==> src/hw/rtl/dx_multiple_recursive_rng_core_assert.svh <==
// assertion macros for the dx mrg core
// used by modules that check their own control logic
`ifndef DX_MULTIPLE_RECURSIVE_RNG_CORE_ASSERT_SVH
`define DX_MULTIPLE_RECURSIVE_RNG_CORE_ASSERT_SVH

// a property that holds whenever reset is released
`define DX_ASSERT(label, prop, msg) \
  label: assert property (@(posedge clk_i) disable iff (!rst_ni) (prop)) else $error(msg);

// an implication whose consequent is checked in the cycle after the antecedent
`define DX_ASSERT_NEXT(label, ante, cons, msg) \
  label: assert property (@(posedge clk_i) disable iff (!rst_ni) (ante) |=> (cons)) \
    else $error(msg);

`endif

==> src/hw/rtl/dxmrg_pkg.sv <==
// types and constants shared by the dx mrg core
// no dependencies
`timescale 1ns / 1ps
package dxmrg_pkg;
  localparam int unsigned WordW = 31;
  localparam int unsigned OrderW = 11;
  localparam int unsigned CfgIdxW = 3;
  localparam logic [WordW-1:0] ZeroSeedSubst = 31'd11111;

  localparam logic [CfgIdxW-1:0] CfgOrder = 3'd0;
  localparam logic [CfgIdxW-1:0] CfgModulus = 3'd1;
  localparam logic [CfgIdxW-1:0] CfgMult = 3'd2;
  localparam logic [CfgIdxW-1:0] CfgSeedMult = 3'd3;
  localparam logic [CfgIdxW-1:0] CfgForm = 3'd4;

  typedef struct packed {
    logic [WordW-1:0] value;
  } out_t;

  typedef struct packed {
    logic             func;
    logic [WordW-1:0] seed_value;
  } in_t;

  // request to the modular reduction unit
  typedef struct packed {
    logic              start;
    logic [2*WordW:0]  num;
    logic [WordW-1:0]  modulus;
  } mod_req_t;
endpackage

==> src/hw/rtl/dxmrg_mod.sv <==
// restoring modular reduction, one quotient bit per cycle
// depends on dxmrg_pkg
`timescale 1ns / 1ps
module dxmrg_mod (
  input  logic                   clk_i,
  input  logic                   rst_ni,
  input  dxmrg_pkg::mod_req_t    req_i,
  output logic                   busy_o,
  output logic                   done_o,
  output logic [dxmrg_pkg::WordW-1:0] rem_o
);
  import dxmrg_pkg::*;
  localparam int unsigned NumW = 2 * WordW + 1;
  localparam int unsigned CntW = $clog2(NumW + 1);

  logic [NumW-1:0]  num_q, num_d;
  logic [WordW:0]   rem_q, rem_d;
  logic [WordW-1:0] mod_q, mod_d;
  logic [CntW-1:0]  cnt_q, cnt_d;
  logic             busy_q, busy_d, done_q, done_d;
  logic [WordW+1:0] shifted, diff;

  always_comb begin
    num_d = num_q;
    rem_d = rem_q;
    mod_d = mod_q;
    cnt_d = cnt_q;
    busy_d = busy_q;
    done_d = 1'b0;
    shifted = {rem_q, num_q[NumW-1]};
    diff = shifted - {2'b00, mod_q};
    if (req_i.start) begin
      num_d = req_i.num;
      rem_d = '0;
      mod_d = req_i.modulus;
      cnt_d = CntW'(NumW);
      busy_d = 1'b1;
    end else if (busy_q) begin
      num_d = {num_q[NumW-2:0], 1'b0};
      rem_d = diff[WordW+1] ? shifted[WordW:0] : diff[WordW:0];
      cnt_d = cnt_q - 1'b1;
      if (cnt_q == CntW'(1)) begin
        busy_d = 1'b0;
        done_d = 1'b1;
      end
    end
  end

  always_ff @(posedge clk_i or negedge rst_ni) begin
    if (!rst_ni) begin
      busy_q <= 1'b0;
      done_q <= 1'b0;
      cnt_q <= '0;
    end else begin
      busy_q <= busy_d;
      done_q <= done_d;
      cnt_q <= cnt_d;
    end
  end

  always_ff @(posedge clk_i) begin
    num_q <= num_d;
    rem_q <= rem_d;
    mod_q <= mod_d;
  end

  assign busy_o = busy_q;
  assign done_o = done_q;
  assign rem_o = rem_q[WordW-1:0];
endmodule
==> config.mk <==
export PLATFORM = sky130hd
export DESIGN_NAME = dxmrg_mod
export DESIGN_NICKNAME = d
export VERILOG_FILES = /design/src/hw/rtl/dx_multiple_recursive_rng_core_assert.svh /design/src/hw/rtl/dxmrg_pkg.sv /design/src/hw/rtl/dxmrg_mod.sv
export SDC_FILE = /design/constraint.sdc
export NUM_CORES = 1
export LEC_CHECK = 0
export ABC_CLOCK_PERIOD_IN_PS = 9000
export BUFFER_PORTS_ARGS = -buffer_cell sky130_fd_sc_hd__buf_2
export CORE_MARGIN = 5
export CORE_UTILIZATION = 55
export DETAILED_ROUTE_END_ITERATION = 7
export GPL_ROUTABILITY_DRIVEN = 0
export PLACE_DENSITY = 0.81
export SLEW_MARGIN = 20
export SYNTH_ARGS = -nofsm -noshare
export SYNTH_HDL_FRONTEND = slang
export SYNTH_SLANG_ARGS = --single-unit
==> constraint.sdc <==
create_clock -name clk_i -period 9 [get_ports clk_i]
set_input_delay 0 -clock clk_i [delete_from_list [all_inputs] [get_ports clk_i]]
set_output_delay 0 -clock clk_i [all_outputs]
set_load 0.01 [all_outputs]
Word level (Yosys, flattened, before mapping)
Index checks and enable logic that the tools add are counted.
Storage, ports and cells
  word-level logic and storage cells: 21
  register bits: 134
  input port bits: 97
  output and inout port bits: 33
Operators by class
  add/sub/neg operators: 2
  mux-type cells: 11
  reductions and logical operators: 1
  equal/unequal tests: 1
Operators by type and width (count)
  $mux 63: 2
  $sub 33x31->33: 1
  $mux 32: 1
  $mux 6: 2
  $eq 6x1->1 const B: 1
  $mux 1: 6
  $sub 6x1->6 const B: 1
  $reduce_bool 2->1: 1

Logic depth before layout (Yosys ltp)
  word-level depth: 4
  gate-level depth with buffers: 14
  mapped depth without buffers: 12

Least setup slack after synthesis
OpenSTA, ideal clock, no wires.
  path type: register -> register
  from: reg num_q[62]
  to: reg rem_q[29]
  setup slack: 6.170 ns
  setup time: 0.070 ns
  data required time: 8.930 ns
  stages on the path, launching flop included: 13
  path buffers: 0
  period minus slack after synthesis: 2.830 ns
  arrival time: 2.759 ns
  path through: edfxtp_1 inv_1 ha_1 fa_1 nand2b_1 a21oi_2 o21a_4 a211oi_4 or2_1 a211oi_4 nand2_1 or4_1 a21oi_1
Between the ends
  cells in the longest elaborated chain, start to end: 2
RTL lines
  start: declaration: line dxmrg_mod.sv:16  | logic [NumW-1:0] num_q, num_d;
  start signal: assignment: line dxmrg_mod.sv:62  | num_q <= num_d;
  $sub 33x31->33: line dxmrg_mod.sv:31  | diff = shifted - {2'b00, mod_q};
  $mux 32: line dxmrg_mod.sv:40  | rem_d = diff[WordW+1] ? shifted[WordW:0] : diff[WordW:0];
  end signal: assignment: line dxmrg_mod.sv:63  | rem_q <= rem_d;
  end: declaration: line dxmrg_mod.sv:17  | logic [WordW:0] rem_q, rem_d;
Every way passes these cells.
A chain may end at the register's enable or synchronous reset.

Final worst setup path
  from: reg num_q[62]
  to: reg rem_q[10]
The elaborated chain is that of the path after synthesis.

==> impl_metrics.tcl <==
set metrics [dict create \
    cts-htree-levels 4 \
    dp_hpwl_um 10800 \
    grt_pass1_wl_um 28800 \
    fin_crit_sh 0.443 \
    vias_per_cell 5.48 \
    hold_violations 0 \
    synthFlopType "edfxtp_1" \
    startpoint_type "flop" \
    antenna_found_initial 0 \
    grt_max_degree 73 \
    cts_sinks 134 \
    post-cts-setup-buffer-count 0 \
    setup_ws_ns 5.01 \
    cts_hold_buffers 96 \
    fp-row-count 42 \
    core_mm2 0.0132 \
    crit_fanout 21 \
    grt_usage 0.225 \
    fin_area_mm2 0.00946 \
    clockBufferDepth 2 \
    numCtsBuffers 17 \
    vias 5681 \
    fmax_mhz 251 \
    stdcell_count 1036 \
    portBuffers 129 \
    synth-edff-count 94 \
    required_ns 9.33 \
    synth_area_mm2 0.00735 \
    ir_drop_mv 0.148 \
    synthCells 655 \
    leakage_nw 4.02 \
    finalSetupViolCount 0 \
    cts_tree "built" \
    clock_latency_ns 0.42 \
    wl_per_cell_um 17.0 \
    hold_class "in -> reg" \
    worst_clock_skew_ns 0.0104 \
    n_fill_cell 895 \
    first_global_vias 5938 \
    drtIter0Drc 459 \
    pre_cts_ws_ns 5.08 \
    dpl.cell_count 907 \
    drive_gt1_frac 0.284 \
    drv_cap 0 \
    cp.arrival_ns 4.32 \
    fp.dieH_um 126 \
    initial_core_util 0.557 \
    synth-seq-cells 134 \
    syn_to_final_growth_pct 28.7 \
    slew_viol_final 0 \
    power.density_mw_per_mm2 173 \
    nets 977 \
    drtAntennaViolNets 0 \
    synth_seq_area_share 0.498 \
    die-area_mm2 0.0158 \
    ys_warn_count 0 \
    drtPass1Iterations 4 \
    end_kind "flop" \
    clk_pin_slew_ns 0.06 \
    grt_setup_unrepaired "false" \
    tns_ns 0 \
    cts_resized 0 \
    fp.dieW_um 126 \
    syn-num-nets 786 \
    syn_avg_cell_area_um2 11.2 \
    drt-total-wl_um 17700 \
    tightestPinTransition_ns 0.988 \
    criticalPathCategory "reg -> reg" \
    fin_crit_ns 3.99 \
    status "complete, no violations" \
    slew_headroom 0.339 \
    postSynth.asyncResetShare 0.0597 \
    post_dp_cell_area_mm2 0.00790 \
    drc 0 \
    grt_overflow 0 \
    io_pins 130 \
    synth_cell_types 61 \
    root_buffer "clkbuf_16" \
]
[synth_stat cells, types with 9 or more instances]
cell type	n	area, µm²
mux2_2	63	709
a21oi_1	43	215
buf_4	31	233
nor3_1	9	45.0
nor2_1	49	184
inv_1	40	150
clkbuf_1	18	67.6
o21ai_0	16	80.1
xnor2_1	21	184
a211oi_1	24	180
nand2_1	39	146
ha_1	33	413
edfxtp_1	94	2820
a21o_1	15	113
mux2i_1	22	220
dfxtp_1	32	641
[sequential cells by signal (all words and copies together) (netlist names)]
| signal | count |
|---|---|
| num_q | 63 |
| rem_q | 32 |
| mod_q | 31 |
| cnt_q | 6 |
| busy_o | 1 |
| done_o | 1 |
[logic make-up (layout without fill, tap and decap cells)]
| kind of cell | Yosys count | after routing | synth area share |
|---|---|---|---|
| XOR/XNOR | 27 | 27 | 0.0322 |
| flip-flops | 134 | 134 | 0.498 |
| adder cells (fa/ha/maj) | 34 | 34 | 0.0589 |
| multiplexers | 85 | 85 | 0.126 |
| AO/OA/AOI/OAI | 141 | 141 | 0.130 |
| AND/OR/NAND/NOR | 136 | 136 | 0.0844 |
| other | 0 | 1 | 0 |
| buffers and inverters | 98 | 302 | 0.0696 |
[where the power goes]
part           total [W]  switching [W]  internal, W
clock network   0.000699       0.000274     0.000426
registers       0.000730      0.0000192     0.000711
logic           0.000209      0.0000953     0.000113
total            0.00164       0.000388      0.00125
[critical path: stages, from the launching register on]
cell      delay (ns)
edfxtp_1        0.34
inv_1           0.05
ha_1            0.22
fa_1            0.41
nand2b_1        0.19
a21oi_2         0.24
o21a_4          0.19
a211oi_4        0.08
or2_1           0.28
a211oi_4        0.84
buf_4           0.45
mux2_2          0.39
a211oi_1        0.21
[layout by cell type, fill, tap and decap left out, drive strengths merged, types with 6 or more instances in the layout]
master,n
buf,133
dlygate4sd3,96
edfxtp,94
mux2,63
nor2,49
a21oi,44
inv,42
nand2,40
ha,33
dfxtp,32
a211oi,26
mux2i,22
xnor2,21
o21ai,21
clkbuf,19
a21o,16
nor3,10
clkinv,9
nand3,8
o211ai,8
dfrtp,8
xor2,6
[stage by stage]
stage	hold slack, ns	util	total power (W)
floorplan	-0.296	-	0.000861
global placement	-0.152	0.599	0.000902
detailed placement	-0.147	0.599	0.000911
CTS	0.118	0.717	0.00164
global route	0.142	0.717	0.00170
finish	0.142	0.717	0.00164
[final timing paths]
kind / start / end / slack (ns) / cells after the start
setup / recovery: num_q[62] / rem_q[10] / 5.01 / 12
setup reg to reg: num_q[62] / rem_q[10] / 5.01 / 12
hold / removal: req_i[94] / rem_q[24] / 0.14 / 2
hold reg to reg: rem_q[1] / rem_q[1] / 0.51 / 2
max in group asynchronous: rst_ni / busy_o / 8.16 / 3
min in group asynchronous: rst_ni / done_o / 0.55 / 3
[final cells by class]
class                   count  area, µm²  share of cell area
diodes                      1       2.50            0.000265
clock buffers              19        453              0.0479
clock inverters            13        148              0.0156
inverters                  41        154              0.0163
multi-input cells         423       3180               0.336
flip-flops and latches    134       3660               0.387
well taps                 176        220              0.0233
repair buffers            229       1640               0.173
[per-layer routing]
metal,vias to the layer above,track usage,part of all wire
li1,2744,-,-
met5,-,0,0
met1,2694,0.267,0.41
met3,30,0.0677,0.071
met4,0,0.0733,0.020
met2,213,0.390,0.50
(Power assumes the default switching activity.)
